==> src/rtl/sce_pkg.sv <==
// Shared types and constants for the strip cluster eta block.
// No dependencies; used by every module under rtl/.
`timescale 1ns / 1ps
`default_nettype none
package sce_pkg;
  localparam int CountW = 14;
  localparam int NoiseW = 16;
  localparam int SumW = 16;
  localparam int QW = 18;
  localparam int QuoW = 34;       // |num*65536| < 2^33, signed
  localparam int SqW = 34;        // sum of three 16-bit squares
  localparam int RootW = 17;
  localparam logic signed [QW-1:0] QMax = 18'sd131071;
  localparam logic signed [QW-1:0] QMin = -18'sd131072;

  localparam logic [1:0] AddrThreshold = 2'd0;
  localparam logic [1:0] AddrMode = 2'd1;

  // Front-end results that travel with each beat into the divide/root stages.
  typedef struct packed {
    logic signed [SumW-1:0] eta_num;
    logic signed [SumW-1:0] eta_den;
    logic [SqW-1:0] sq;
    logic [1:0] total;
    logic signed [SumW-1:0] csum;
    logic signed [SumW-1:0] cw;
    logic signed [14:0] sides;
    logic start_b;
    logic stop_b;
  } front_t;
endpackage
`default_nettype wire

==> src/rtl/sce_div.sv <==
// Pipelined signed Q2.16 divider, one quotient bit per restoring stage, saturating.
// Depends on sce_pkg.
`timescale 1ns / 1ps
`default_nettype none
module sce_div #(
  parameter int TAG_W = 8
) (
  input  wire logic clk,
  input  wire logic [TAG_W-1:0] tag_in,
  input  wire logic signed [15:0] num,
  input  wire logic signed [15:0] den,
  output logic [TAG_W-1:0] tag_out,
  output logic signed [17:0] quo,
  output logic zero
);
  localparam int NB = 32;   // dividend magnitude bits (|num|*65536 < 2^32)
  localparam int S = NB + 2;

  logic [TAG_W-1:0] tg [S];
  logic [NB-1:0] rem_q [S];     // shifting dividend / quotient
  logic [16:0] part [S];        // partial remainder
  logic [15:0] dv [S];
  logic neg [S];
  logic zr [S];

  logic [15:0] an, ad;
  assign an = num[15] ? 16'(-num) : 16'(num);
  assign ad = den[15] ? 16'(-den) : 16'(den);

  always_ff @(posedge clk) begin
    tg[0] <= tag_in;
    rem_q[0] <= {an, 16'd0};
    part[0] <= 17'd0;
    dv[0] <= ad;
    neg[0] <= num[15] ^ den[15];
    zr[0] <= (den == 16'sd0);
  end

  // one restoring step per stage
  for (genvar k = 1; k <= NB; k++) begin : g_step
    logic [17:0] trial;
    logic [17:0] diff;
    assign trial = {part[k-1], rem_q[k-1][NB-1]};
    assign diff = trial - {2'd0, dv[k-1]};
    always_ff @(posedge clk) begin
      tg[k] <= tg[k-1];
      dv[k] <= dv[k-1];
      neg[k] <= neg[k-1];
      zr[k] <= zr[k-1];
      if (!diff[17]) begin
        part[k] <= diff[16:0];
        rem_q[k] <= {rem_q[k-1][NB-2:0], 1'b1};
      end else begin
        part[k] <= trial[16:0];
        rem_q[k] <= {rem_q[k-1][NB-2:0], 1'b0};
      end
    end
  end

  // sign and saturate
  logic signed [33:0] sq;
  logic signed [17:0] sat;
  always_comb begin
    sq = neg[NB] ? -$signed({2'b0, rem_q[NB]}) : $signed({2'b0, rem_q[NB]});
    if (sq > 34'(sce_pkg::QMax)) sat = sce_pkg::QMax;
    else if (sq < 34'(sce_pkg::QMin)) sat = sce_pkg::QMin;
    else sat = sq[17:0];
  end
  always_ff @(posedge clk) begin
    tg[S-1] <= tg[NB];
    part[S-1] <= part[NB];
    rem_q[S-1] <= rem_q[NB];
    dv[S-1] <= dv[NB];
    neg[S-1] <= neg[NB];
    zr[S-1] <= zr[NB];
    quo <= zr[NB] ? 18'sd0 : sat;
  end
  assign tag_out = tg[S-1];
  assign zero = zr[S-1];
endmodule
`default_nettype wire

==> config.mk <==
export PLATFORM = sky130hd
export DESIGN_NAME = sce_div
export DESIGN_NICKNAME = d
export VERILOG_FILES = /design/src/rtl/sce_pkg.sv /design/src/rtl/sce_div.sv
export SDC_FILE = /design/constraint.sdc
export NUM_CORES = 2
export LEC_CHECK = 0
export BUFFER_PORTS_ARGS = -buffer_cell sky130_fd_sc_hd__buf_2
export CAP_MARGIN = 25
export CORE_ASPECT_RATIO = 1.75
export CORE_MARGIN = 4
export CORE_UTILIZATION = 40
export CTS_CLUSTER_DIAMETER = 60
export CTS_CLUSTER_SIZE = 24
export DETAILED_ROUTE_END_ITERATION = 8
export PLACE_DENSITY_LB_ADDON = 0.12
export SKIP_CTS_REPAIR_TIMING = 1
export SYNTH_ARGS = -nofsm -noshare
export SYNTH_HDL_FRONTEND = slang
export SYNTH_SLANG_ARGS = --single-unit
==> constraint.sdc <==
create_clock -name clk -period 4.61 [get_ports clk]
set_clock_uncertainty 0.1 [all_clocks]
set_input_delay 0 -clock clk [delete_from_list [all_inputs] [get_ports clk]]
set_output_delay 0 -clock clk [all_outputs]
set_load 0.1 [all_outputs]
Word level (Yosys, flattened, before mapping):

Memories as Yosys holds them, arrays and structs flattened.
Cells that the tools add are included.

* register bits: 18
* RAM bits: 2550
* input bits: 41
* output and inout bits: 27
* logic and storage cells: 245
* memories: 6

* add/sub/neg operators: 35
* order comparisons: 2
* mux-type cells: 133
* bitwise operators: 65
* reduce and logical (&&, ||, !) cells: 2

Memory list
* rem_q: depth 34, width 32, rd ports 33, clocked after Yosys merged registers in 0, wr ports 34, line sce_div.sv:20 `logic [NB-1:0] rem_q [S];`
* part: depth 34, width 17, rd ports 33, clocked after Yosys merged registers in 0, wr ports 34, line sce_div.sv:21 `logic [16:0] part [S];`
* dv: depth 34, width 16, rd ports 33, clocked after Yosys merged registers in 0, wr ports 34, line sce_div.sv:22 `logic [15:0] dv [S];`
* tg: depth 34, width 8, rd ports 34, clocked after Yosys merged registers in 0, wr ports 34, line sce_div.sv:19 `logic [TAG_W-1:0] tg [S];`
* neg: depth 34, width 1, rd ports 33, clocked after Yosys merged registers in 0, wr ports 34, line sce_div.sv:23 `logic neg [S];`
* zr: depth 34, width 1, rd ports 34, clocked after Yosys merged registers in 0, wr ports 34, line sce_div.sv:24 `logic zr [S];`

Operators by type and width (number)
* $mux W32: 32
* $sub A18 B16 Y18: 32
* $mux W17: 33
* $mux W1: 64
* $or A1 B1 Y1: 64
* $gt A34 B18 Y1 const B: 1
* $lt A34 B18 Y1 const B: 1
* $mux W34: 1
* $neg A32 Y34: 1
* $mux W16: 2
* $neg A16 Y16: 2
* $mux W18: 1
* $logic_not A16 Y1: 1
* $reduce_or A2 Y1: 1
* $xor A1 B1 Y1: 1

Longest topological paths before layout:

An unclocked memory read counts as a cell.

* depth after elaboration: 6
* mapped depth: 12
* gate-level depth less buffers: 12

Least setup slack after synthesis:

No wires, ideal clock.

* kind: reg-to-reg
* start point: mem dv[15][1]
* end point: mem part[16][11], in the netlist part[8][11]
* library setup time: 0.121 ns
* arrival: 3.192 ns
* data required time: 4.389 ns
* path slack: 1.197 ns
* cell stages (with the launch flop): 13
* path buffers: 1
* clock period less this slack: 3.413 ns
* cells stage by stage: dfxtp_1 > inv_1 > ha_1 > nor2b_1 > o31a_1 > o31ai_2 > o31ai_1 > a31o_2 > a31o_2 > a211oi_1 > xnor2_1 > buf_2 > mux2_2

RTL lines (line)
* start, declared: sce_div.sv:22
* end, declared: sce_div.sv:21

==> flow_metrics.tcl <==
set metrics [dict create \
    slew_violations 0 \
    port_buffers 67 \
    cts_tree "done" \
    hold_depth 4 \
    grt_pass1_vias 46100 \
    grt_pass1_wl_mm 230 \
    tightest_slew_ns 0.808 \
    start_util 0.402 \
    cts_buffer_depth 4 \
    path_cells "or4_4 -> and4bb_1 -> nand3_2 -> or3_1 -> and2_4 -> xor2_1 -> or4_4 -> o31ai_4 -> o21ai_0" \
    antenna_found_initial 8 \
    min_path_type "input port to flop" \
    ir_drop_uv 428 \
    crit_path_start_kind "flop" \
    yosys_warnings 0 \
    grt_overflow 0 \
    synth-edff-count 0 \
    clock_power_share 0.186 \
    cts_sinks 2060 \
    die-area_um2 188000 \
    routedWlPerCell_um 15.6 \
    drive_gt1_frac 0.106 \
    max_stage_delay_ns 0.63 \
    failed_checks "negative hold slack" \
    netlist_area_um2 72400 \
    endpoint_kind "flop" \
    timing.final.crit_share 0.832 \
    status "finished, violations left" \
    setup_viol 0 \
    rows 206 \
    io_pins 68 \
    htree_levels 4 \
    fin_cells 9339 \
    ys_seq_area_frac 0.570 \
    crit_path_frequent_cell "or4_4" \
    dpl_worst_slack_ns 0.685 \
    drc 0 \
    vias 45000 \
    yosysMostFrequentCell "dfxtp_1" \
    synthCells 6542 \
    clk-insertion-delay-late_ns 0.79 \
    worstPathArrival_ns 4.37 \
    synth_cell_types 78 \
    max_freq_mhz 261 \
    clkTransAtPathRegs_ns 0.09 \
    synth_area_per_cell_um2 11.1 \
    switching_power_uw 24100 \
    power.leakage_uw 0.0356 \
    comb_power_share 0.421 \
    viasPerCell 4.82 \
    synth_area_leaders "dfxtp_1, ha_1, mux2_2, xnor2_1, a21oi_1" \
    drt_iter0_drc 1624 \
    wirelength_mm 146 \
    p_total_uw 67200 \
    hpwl_mm 112 \
    yosys_register_bits 2060 \
    multiInputGateArea_um2 28800 \
    placed_cell_area_um2 76000 \
    fin_crit_ns 3.84 \
    drtAntennaViolNets 0 \
    rsz0062_at_grt "no" \
    intPower_uw 43000 \
    syn_to_final_growth_pct 12.5 \
    setup_slack_ns 0.773 \
    placedCellCount 8998 \
    reg2reg_depth 9 \
    hold_viol_final 1 \
    gr-usage-all-layers 0.152 \
    ys.flop_type "dfxtp_1" \
    worstSetupPathType "flop to flop" \
    die_w_um 330 \
    swShare 0.359 \
    synth_top_area_frac 0.570 \
    ys_async_sr_fraction 0 \
    numCtsBuffers 139 \
    worstPathMaxFanout 17 \
    synthTopCellsByCount "dfxtp_1, inv_1, ha_1" \
    design_area_um2 81500 \
    cts_root_buffer "clkbuf_16" \
    die_y_um 571 \
    p_seq_frac 0.393 \
    slew_headroom 0.454 \
    yosys.area.top_type "dfxtp_1" \
    fillCellCount 16900 \
    first_pass_iters 5 \
    final_nets 7401 \
    drv_cap 0 \
    cp_data_required_time_ns 5.15 \
    critPathSlowestCell "and4bb_1" \
    grt_max_degree 32 \
    seq_area_um2 41200 \
    core_um2 180000 \
    whs_ns -0.0224 \
    final.setup.tns_ns 0 \
    globalplace.congestion 0.893 \
    power_density_nw_per_um2 824 \
]
## flip-flops by register name, summed over array words and instances, names as in the netlist
signal and cells:
rem_q 664, dv 512, quo 18, zr 34, tg 272, part 527
neg 33
## power groups by stage
stage	Clock (uW)	Combinational [uW]	Sequential (uW)
final	12500	28300	26400
after global placement	0	27800	26900
after detailed placement	0	28300	26900
after global routing	13700	31500	27000
after floorplan	0	21900	25800
after CTS	13100	28500	26500
## area by class of cell
cell class                 count  share of cell area
antenna                       28            0.000860
timing repair buffer         215              0.0209
clock buffer                 153              0.0450
sequential                  2060               0.506
inverter                     598              0.0276
multi-input combinational   3831               0.353
clock inverter                62             0.00935
tap                         2392              0.0367
## cell usage in the layout (no fill, tap or decap), types with 19 or more instances in the layout
| cell type | count |
|---|---|
| o22ai_1 | 27 |
| xnor2_1 | 289 |
| and2_1 | 19 |
| dlygate4sd3_1 | 98 |
| inv_1 | 598 |
| nor2_1 | 419 |
| o31ai_1 | 45 |
| ha_1 | 485 |
| xor2_1 | 126 |
| buf_2 | 67 |
| buf_4 | 49 |
| nand3_1 | 50 |
| a21o_1 | 111 |
| a211o_1 | 26 |
| a31oi_1 | 56 |
| o31a_1 | 49 |
| and4_1 | 26 |
| or3_1 | 39 |
| or2_2 | 55 |
| clkbuf_16 | 141 |
| o21a_1 | 161 |
| nand2b_1 | 77 |
| a211oi_1 | 47 |
| and3_1 | 42 |
| o21ai_0 | 206 |
| nand2_1 | 173 |
| fa_1 | 30 |
| nor3_1 | 151 |
| diode_2 | 28 |
| mux2_2 | 289 |
| mux2i_1 | 37 |
| or4_1 | 19 |
| dfxtp_1 | 2060 |
| nor2b_1 | 70 |
| a21oi_1 | 480 |
| nor4_1 | 24 |
## critical path: cells and delay by family, from the launching register on
kind / cells / cell delay, ns
DFF: 1 / 0.35
xor gates and xnor gates: 1 / 0.14
AOI/OAI and AO/OA: 2 / 0.78
and+or+nand+nor: 6 / 2.32
## path summary, 6_finish.rpt
check	endpoint	from	slack, ns
setup / recovery	quo[3]$_SDFF_PP0_	rem_q[16][11]$_DFF_P_	0.77
hold / removal	dv[0][1]$_DFF_P_	den[1]	-0.02
setup reg to reg	quo[3]$_SDFF_PP0_	rem_q[16][11]$_DFF_P_	0.77
hold reg to reg	rem_q[15][2]$_DFF_P_	rem_q[14][33]$_DFF_P_	0.22
## metrics by stage
stage | hold WS, ns | utilization
final | -0.0224 | 0.453
after global routing | -0.000471 | 0.453
after CTS | -0.867 | 0.447
after detailed placement | 0.00357 | 0.422
after global placement | 0.00224 | 0.422
after floorplan | -0.0723 | -
## logic make-up (layout without fill, tap and decap cells)
group / count (synthesis) / after routing / synth area share
XOR/XNOR: 432 / 432 / 0.0523
adder cells (fa/ha/maj): 515 / 515 / 0.0921
AO/OA/AOI/OAI: 1353 / 1353 / 0.119
buffers and inverters: 657 / 1028 / 0.0346
multiplexers: 326 / 326 / 0.0501
flip-flops: 2060 / 2060 / 0.570
other: 1 / 35 / 0.0000518
AND/OR/NAND/NOR: 1198 / 1198 / 0.0819
## metal layers
layer / part of all wire / global-route usage / vias to the layer above / routed length (um)
met2: 0.61 / 0.336 / 514 / 88500
met3: 0.021 / 0.0178 / 354 / 3140
met1: 0.32 / 0.122 / 21200 / 46000
li1: - / - / 22900 / -
met4: 0.057 / 0.0828 / 0 / 8380
met5: 0 / 0 / - / 0
Note: power is estimated with default switching activity, not from simulation.
