## config.mk

```make
export PLATFORM = sky130hd
export DESIGN_NAME = sce_sqrt
export DESIGN_NICKNAME = d
export VERILOG_FILES = /design/src/rtl/sce_pkg.sv /design/src/rtl/sce_sqrt.sv
export SDC_FILE = /design/constraint.sdc
export NUM_CORES = 1
export LEC_CHECK = 0
export ABC_AREA = 1
export BUFFER_PORTS_ARGS = -buffer_cell sky130_fd_sc_hd__buf_2
export CORE_ASPECT_RATIO = 0.6
export CORE_UTILIZATION = 35
export DETAILED_ROUTE_END_ITERATION = 7
export GPL_TIMING_DRIVEN = 0
export SETUP_SLACK_MARGIN = 0.4
export SKIP_LAST_GASP = 1
export SYNTH_ARGS = -nofsm -noshare
export SYNTH_HDL_FRONTEND = slang
export SYNTH_SLANG_ARGS = --single-unit
export TNS_END_PERCENT = 30
```

## constraint.sdc

```tcl
create_clock -name clk -period 2 [get_ports clk]
set_input_delay 0.1 -clock clk [delete_from_list [all_inputs] [get_ports clk]]
set_output_delay 0.1 -clock clk [all_outputs]
set_load 0.02 [all_outputs]
```

## src/rtl/sce_pkg.sv

```systemverilog
// Shared types and constants for the strip cluster eta block.
// No dependencies; used by every module under rtl/.
`timescale 1ns / 1ps
`default_nettype none
package sce_pkg;
  localparam int CountW = 14;
  localparam int NoiseW = 16;
  localparam int SumW = 16;
  localparam int QW = 18;
  localparam int QuoW = 34;       // |num*65536| < 2^33, signed
  localparam int SqW = 34;        // sum of three 16-bit squares
  localparam int RootW = 17;
  localparam logic signed [QW-1:0] QMax = 18'sd131071;
  localparam logic signed [QW-1:0] QMin = -18'sd131072;

  localparam logic [1:0] AddrThreshold = 2'd0;
  localparam logic [1:0] AddrMode = 2'd1;

  // Front-end results that travel with each beat into the divide/root stages.
  typedef struct packed {
    logic signed [SumW-1:0] eta_num;
    logic signed [SumW-1:0] eta_den;
    logic [SqW-1:0] sq;
    logic [1:0] total;
    logic signed [SumW-1:0] csum;
    logic signed [SumW-1:0] cw;
    logic signed [14:0] sides;
    logic start_b;
    logic stop_b;
  } front_t;
endpackage
`default_nettype wire

```

## src/rtl/sce_sqrt.sv

```systemverilog
// Pipelined integer square root, one result bit per step stage, giving a 17-bit root.
// Depends on sce_pkg.
`timescale 1ns / 1ps
`default_nettype none
module sce_sqrt (
  input  wire logic clk,
  input  wire logic [sce_pkg::SqW-1:0] val,
  output logic [sce_pkg::RootW-1:0] root
);
  localparam int N = 17;          // root bits for a 34-bit radicand
  logic [33:0] rad [N+1];
  logic [16:0] r [N+1];
  logic [35:0] rm [N+1];

  always_ff @(posedge clk) begin
    rad[0] <= val;
    r[0] <= 17'd0;
    rm[0] <= 36'd0;
  end

  // digit-by-digit: bring down two bits, try 4r+1
  for (genvar k = 1; k <= N; k++) begin : g_step
    logic [35:0] cur;
    logic [35:0] tr;
    assign cur = {rm[k-1][33:0], rad[k-1][33:32]};
    assign tr = {17'd0, r[k-1], 2'b01};
    always_ff @(posedge clk) begin
      rad[k] <= {rad[k-1][31:0], 2'b00};
      if (cur >= tr) begin
        rm[k] <= cur - tr;
        r[k] <= {r[k-1][15:0], 1'b1};
      end else begin
        rm[k] <= cur;
        r[k] <= {r[k-1][15:0], 1'b0};
      end
    end
  end
  assign root = r[N];
endmodule
`default_nettype wire

```

# Word-level counts from Yosys, hierarchy flattened
# Memory sizes are Yosys's and may differ from the RTL's.
# Index checks and enable logic that the tools add are counted.
[word_totals]
regBits = 0
ramBits = 1566
out_inout_bits = 17
word_cells = 156
n_memories = 3
[op_classes]
add_sub_neg = 17
magnitude_cmp = 17
mux = 85
bitwise = 34
[mem_list]
columns = ["memory", "depth", "word_bits", "read_ports", "rd_clocked_by_memory_dff", "write_ports", "line", "source"]
rows = [
  ["rm", 18, 36, 17, 0, 18, "sce_sqrt.sv:13", "logic [35:0] rm [N+1];"],
  ["rad", 18, 34, 17, 0, 18, "sce_sqrt.sv:11", "logic [33:0] rad [N+1];"],
  ["r", 18, 17, 18, 0, 18, "sce_sqrt.sv:12", "logic [16:0] r [N+1];"],
]
[op_table]
columns = ["operator", "n"]
rows = [
  ["36-bit by 19-bit >= comparator with 1-bit output", 17],
  ["36-bit 2-to-1 mux", 17],
  ["36-bit by 19-bit subtractor with 36-bit output", 17],
  ["17-bit 2-to-1 mux", 17],
  ["1-bit 2-to-1 mux", 51],
  ["1-bit OR", 34],
]

# Longest topological paths before layout
# Gate-level depths: netlist of the first run.
# An unclocked memory read counts as a cell.
[depth]
word_depth = 5
mapped_depth = 16
ltp_nobuf = 15

# Least setup slack after synthesis of the first run
# OpenSTA, ideal clock, no wires.
[synth_path]
kind = "register to register"
start = "mem r[8][3]"
end = "mem rm[9][3] (netlist: rm[4][39])"
arrival_time_ps = 1741
t_required_ps = 1878
slack_ps = 137
path_stages_with_launch = 12
period_less_slack_ps = 1863
cell_sequence = "dfxtp_1 > inv_1 > ha_1 > a21oi_2 > nor2_2 > nor2_4 > nand2_4 > a21oi_4 > nand2_2 > nor2_4 > buf_6 > o21ai_0"
[synth_rtl]
columns = ["item", "line"]
rows = [
  ["from (decl)", "sce_sqrt.sv:12"],
  ["to (decl)", "sce_sqrt.sv:13"],
]

==> results of run 1 <==
## metrics by stage
stage	util	std cells	setup slack [ns]	total power, µW	TNS, ns
2_1_floorplan	-	5974	0.2139	35380	0
3_3_place_gp	0.3826	7641	-0.8941	41190	-138.42
3_5_place_dp	0.3826	7641	-0.8320	41170	-137.56
4_1_cts	0.4585	8096	-0.07657	62020	-4.246
5_1_grt	0.4896	8229	-0.1490	67920	-20.39
6_report	0.4896	8229	-0.1104	64600	-5.830
## cell usage in the layout, fill, tap and decap left out, types with 102 or more instances in the layout
master and instances:
clkbuf_16 102, nor2_1 578, nand2_4 125, nand3_1 307, inv_1 820, inv_2 141, nand2_1 1311, dfxtp_1 773
nand4_1 127, dfxtp_2 158, ha_4 120, xor2_1 106, buf_4 270, nor3_1 104, nand2_2 228
## sequential cells by signal, indices dropped and copies added, names as in the netlist
name,count
rm,493
r,153
rad,306
## cell families (layout without fill, tap and decap cells)
kind of cell	after synthesis	after routing	synth area share
flops	952	952	0.4428
compound gates	537	537	0.06712
xor+xnor	225	225	0.04578
buf+inv	1030	1668	0.09532
simple gates	3057	3058	0.2989
other cells	1	1	0.00008712
fa+ha+maj	172	172	0.05000
## power breakdown
group | leakage, µW | internal, µW | switching (µW)
Clock | 0.00154 | 10300 | 7870
Combinational | 0.0178 | 7370 | 12400
Sequential | 0.00795 | 22500 | 4120
Total | 0.0273 | 40200 | 24400
## per-layer routing
layer | vias up | wire, µm | share of wire | global-route usage
li1 | 19830 | - | - | -
met2 | 1646 | 51790 | 0.34 | 0.2734
met5 | - | 82 | 0.00054 | 0
met4 | 2 | 1732 | 0.011 | 0.03766
met1 | 18960 | 79400 | 0.52 | 0.3885
met3 | 123 | 18630 | 0.12 | 0.08531
## cell type report
class                   count  area share
plain buffers              50     0.01314
clock buffers             119     0.04229
clock inverters            48     0.01161
inverters                 980     0.06341
multi-input cells        3993      0.4349
flip-flops and latches    952      0.3243
well taps                1616     0.03392
repair buffers            470     0.07609
repair inverters            1   0.0002729
## final timing paths
check	startpoint	end	slack, ns	cells after the start
max	r[5][4]$_DFF_P_	rm[3][4]$_DFF_P_	-0.11	11
min	val[33]	rad[0][33]$_DFF_P_	0.05	2
max reg2reg	r[5][4]$_DFF_P_	rm[3][4]$_DFF_P_	-0.11	11
min reg2reg	rad[4][27]$_DFF_P_	rad[5][29]$_DFF_P_	0.29	0
## what timing repair did
action | CTS | global route
gates resized for setup | 906 | 724
gates cloned | 26 | 16
hold buffers | 62 | 0
hold endpoints to repair | 34 | 0
pin swaps | 193 | 187
buffers inserted | 200 | 117
setup endpoints to repair | 504 | 506
==> summary.txt, run 1 <==
STA
  – RSZ-0062 raised after global routing: yes
  – Clock Skew: ~0.036 ns
  – Max-Slew Margin vs Limit: 0.3490
  – Setup violations, final: 148
  – Slew of the pin with the lowest slew margin: between 0.9 and 1 ns
  – Slew Viols, Final: 0
  – Post-route setup slack: -0.1104 ns
  – Worst hold slack: between 0.04 and 0.05 ns
  – Fin crit share: 1.055
  – Hold Fails Final Rpt: 0
  – Post-layout min period: around 2.1 ns
  – FMAX: between 400 and 500 MHz

Worst setup path
  – WS Path Type: reg -> reg
  – CP Data Required Time: ~2.6 ns
  – Worst path slowest cell: dfxtp_2
  – Crit path buffers/inverters: 4
  – Setup crit start kind: flop
  – Critical Path Fanout Max: 6
  – Critical path cell sequence: inv_4 -> ha_4 -> nand2_4 -> nor2_4 -> nand4_1 -> nand3_2 -> nor2_4 -> buf_12 -> buf_6 -> buf_16 -> o21ai_4
  – Worst EP arrival: about 2.8 ns
  – Cell family with most CP delay: simple AND/OR/NAND/NOR gates
  – Biggest cell delay along the critical path: roughly 0.35 ns
  – Setup crit end kind: flop
  – Crit path top cell by count: nor2_4

Layout
  – Post-Layout Inst Area: ~60,000 µm²
  – Multi-input logic area: roughly 26,000 µm²
  – Share of post-route cells with drive strength above 1: 0.2973
  – Sequential Area: 19,330 µm²
  – Number of fill cells: between 10,000 and 15,000
  – N_diodes: 0
  – Layout Nets: a little under 7,000
  – Area growth from synthesis to layout: 38.50%

Routing
  – Routed len/inst: between 15 and 20 µm
  – DRT Pass-1 Iters: 6
  – DRC: 0
  – Routed Antenna Nets: 0
  – Iter 0 DRT Violations: ~3,900
  – Routed Wire Length: between 150,000 and 200,000 µm
  – DR vias/cell: between 4 and 5
  – Routed vias: between 40,000 and 50,000

CTS
  – Clk_lat worst skew: around 0.73 ns
  – Worst-path clk slew: 0.07 ns
  – H-tree levels: 3
  – Root buf cell: clkbuf_16
  – Clock Sinks: 952
  – CTS tree: yes
  – TritonCTS Buffers: approximately 90
  – Worst-case clock buffer depth: 3

Power
  – Cell leakage power: between 0.02 and 0.03 µW
  – Power density over the cells: between 1000 and 1500 nW/µm²
  – Max VDD drop: about 770 µV

Synthesis
  – Synth Instances: 5,974
  – Synthesized area: about 43,000 µm²
  – Post-synth EDFFs: 0
  – Yosys top cell area share: 0.4428
  – Seq cells post-synth: 952
  – Post-Syn Area per Cell: roughly 7 µm²
  – Netlist cell types: 50
  – Seq/Total Area, Yosys: 0.4428
  – Top post-synthesis cells by area: dfxtp_1 (44%), nand2_1 (14%), inv_1 (8.4%)
  – Syn_nets: 6,181
  – Count leader, synth: nand2_1
  – Commonest cells in the netlist: nand2_1 (1,649), inv_1 (967), dfxtp_1 (952)
  – Ys async rst share: 0
  – Yosys warnings: 0
  – Post-synth top flop: dfxtp_1
  – Biggest area consumer among synthesized cells: dfxtp_1

Placement
  – DP HPWL: roughly 110,000 µm
  – GP Congestion: 0.9724
  – Area after DPL: between 40,000 and 50,000 µm²
  – Port Buffers: 51

Floorplan
  – Die Y: 273.6 µm
  – Die ar.: between 100,000 and 150,000 µm²
  – Initial Util: 0.3535
  – CORE AREA: roughly 120,000 µm²
  – DIE WIDTH: around 450 µm
  – I/O pin total: 52
  – Num rows: 99

GRT
  – Global Route Usage Sum: 0.2349
  – Initial antenna violation count: 3
  – Vias in the first global route: about 37,000
  – Global-route wire length before repair: roughly 220,000 µm
  – Overflow after GRT: 0
  – Largest net degree at the start of global routing: 17

Flow run
  – Max-cap viol count: 0

Status
  – Outcome: finished with violations
  – Failing checks: setup timing

Min path
  – Hold Crit Class: in -> reg
(Power assumes the default switching activity.)
==> inputs of run 2 (changes only) <==
--- a/config.mk
+++ b/config.mk
@@ -8,7 +8,8 @@
 export ABC_AREA = 1
 export BUFFER_PORTS_ARGS = -buffer_cell sky130_fd_sc_hd__buf_2
 export CORE_ASPECT_RATIO = 0.6
-export CORE_UTILIZATION = 35
+export CORE_MARGIN = 2
+export CORE_UTILIZATION = 40
 export DETAILED_ROUTE_END_ITERATION = 7
 export GPL_TIMING_DRIVEN = 0
 export SETUP_SLACK_MARGIN = 0.4
==> summary.txt, run 2 (synthesis results as in run 1) <==
STA
  – Post-route setup slack: -0.1776 ns
  – Max-Slew Margin vs Limit: 0.5256
  – Fin crit share: 1.089
  – Post-layout min period: roughly 2.2 ns
  – FMAX: approximately 460 MHz
  – Worst hold slack: 0.05075 ns
  – Hold Fails Final Rpt: 0
  – Slew Viols, Final: 0
  – Slew of the pin with the lowest slew margin: around 0.71 ns
  – RSZ-0062 raised after global routing: yes
  – Setup violations, final: roughly 190
  – Clock Skew: between 0.06 and 0.07 ns

Worst setup path
  – Biggest cell delay along the critical path: 0.35 ns
  – Critical path cell sequence: inv_2 -> ha_4 -> nand2_4 -> o21ai_4 -> nand4_1 -> nand2_2 -> nor2_4 -> buf_12 -> clkbuf_16 -> a21oi_2
  – WS Path Type: reg -> reg
  – Crit path buffers/inverters: 3
  – Worst EP arrival: around 2.8 ns
  – Worst path slowest cell: dfxtp_2
  – Setup crit end kind: flop
  – Critical Path Fanout Max: 7
  – Cell family with most CP delay: simple AND/OR/NAND/NOR gates
  – CP Data Required Time: 2.61 ns
  – Setup crit start kind: flop

CTS
  – Root buf cell: clkbuf_16
  – CTS tree: yes
  – TritonCTS Buffers: 88
  – Clk_lat worst skew: between 0.7 and 0.8 ns
  – Clock Sinks: 952
  – H-tree levels: 3
  – Worst-path clk slew: 0.07 ns
  – Worst-case clock buffer depth: 3

Layout
  – Fin util: 0.5481
  – Top Registers: rm (493), rad (306), r (153)
  – Flip-flop count of the largest register after layout: roughly 490
  – Layout Nets: about 6,700
  – Area growth from synthesis to layout: 36.16%
  – Share of post-route cells with drive strength above 1: 0.2899
  – Number of fill cells: approximately 10,000
  – Largest reg by FF count: rm
  – Multi-input logic area: approximately 26,000 µm²
  – Most frequent cells in the layout: nand2_1 (1,360), inv_1 (835), dfxtp_1 (746), nor2_1 (575), nand3_1 (311)
  – Sequential Area: slightly below 20,000 µm²
  – Most common cell after layout, fill and taps aside: nand2_1
  – Fin cells: about 8,000

Floorplan
  – Num rows: 93
  – Initial Util: 0.4025
  – Die Y: roughly 260 µm
  – CORE AREA: ~110,000 µm²
  – DIE WIDTH: roughly 430 µm
  – I/O pin total: between 50 and 60
  – Die ar.: approximately 110,000 µm²

Routing
  – Routed Antenna Nets: 0
  – DR vias/cell: roughly 5.1
  – Iter 0 DRT Violations: 4,441
  – Routed vias: 40,820
  – DRC: 0
  – Routed len/inst: ~20 µm
  – Routed Wire Length: roughly 160,000 µm
  – DRT Pass-1 Iters: 6

Min path
  – Hold Crit Class: in -> reg

Power
  – Power density over the cells: between 1000 and 1500 nW/µm²
  – Tot Pwr: between 60,000 and 70,000 µW
  – Max VDD drop: ~680 µV
  – Cell leakage power: approximately 0.027 µW

GRT
  – Global-route wire length before repair: 226,400 µm
  – Global Route Usage Sum: 0.2745
  – Vias in the first global route: approximately 36,000
  – Overflow after GRT: 0
  – Initial antenna violation count: 8
  – Largest net degree at the start of global routing: 17

Placement
  – GP Congestion: 0.9624
  – Placed insts: approximately 7,500
  – Port Buffers: 51
  – DP HPWL: between 100,000 and 150,000 µm

Status
  – Outcome: finished with violations
  – Failing checks: setup timing

Flow run
  – Max-cap viol count: 0
-- run 2: cell type report --
cell class                 instances  area share
antenna                            2  0.00008540
buffer                            50     0.01294
clock buffer                     114     0.04095
clock inverter                    48     0.01076
inverter                         980     0.06432
multi-input combinational       3992      0.4388
sequential                       952      0.3312
tap                             1425     0.03042
timing repair buffer             442     0.07047
timing repair inverter             1   0.0001067
-- run 2: final timing paths --
kind	start	end	slack (ns)	cells past startpoint
max	r[10][0]$_DFF_P_	rm[5][54]$_DFF_P_	-0.18	10
min	val[11]	rad[0][11]$_DFF_P_	0.05	2
max reg2reg	r[10][0]$_DFF_P_	rm[5][54]$_DFF_P_	-0.18	10
min reg2reg	rad[10][31]$_DFF_P_	rad[11][33]$_DFF_P_	0.31	0
-- run 2: worst register-to-register path: stages, from the launching register on --
cell       delay, ns
dfxtp_2         0.35
inv_2           0.05
ha_4            0.29
nand2_4         0.07
o21ai_4         0.23
nand4_1         0.29
nand2_2         0.20
nor2_4          0.06
buf_12          0.14
clkbuf_16       0.16
a21oi_2         0.22
-- run 2: timing repair --
item	CTS	global route
hold endpoints to repair	34	0
pin swaps	144	246
endpoints found under the setup margin	503	506
gates resized for setup	725	851
gates cloned	15	20
hold buffers	49	0
buffers inserted	153	155
-- run 2: per-stage QoR --
step	cell area [µm²]	setup slack, ns	setup TNS [ns]
finish	58610	-0.1776	-10.10
global route	58600	-0.1974	-26.13
CTS	54130	-0.02997	-1.232
detailed placement	46350	-1.049	-104.22
global placement	46350	-1.107	-109.22
floorplan	44310	0.2139	0
-- run 2: per-layer routing --
layer  GRT usage  routed length (µm)  vias up
met3      0.1008               20330      146
met1      0.4756               85000    19160
met4     0.04201                2031        8
met2      0.2963               52700     1729
li1            -                   -    19780
met5     0.01368                 243        -
-- run 2: where the power goes --
group	leakage, µW	total (µW)	switching (µW)	internal, µW
sequential	0.00795	27100	4570	22500
clock	0.00148	17500	7830	9710
combinational	0.0176	19900	12700	7180
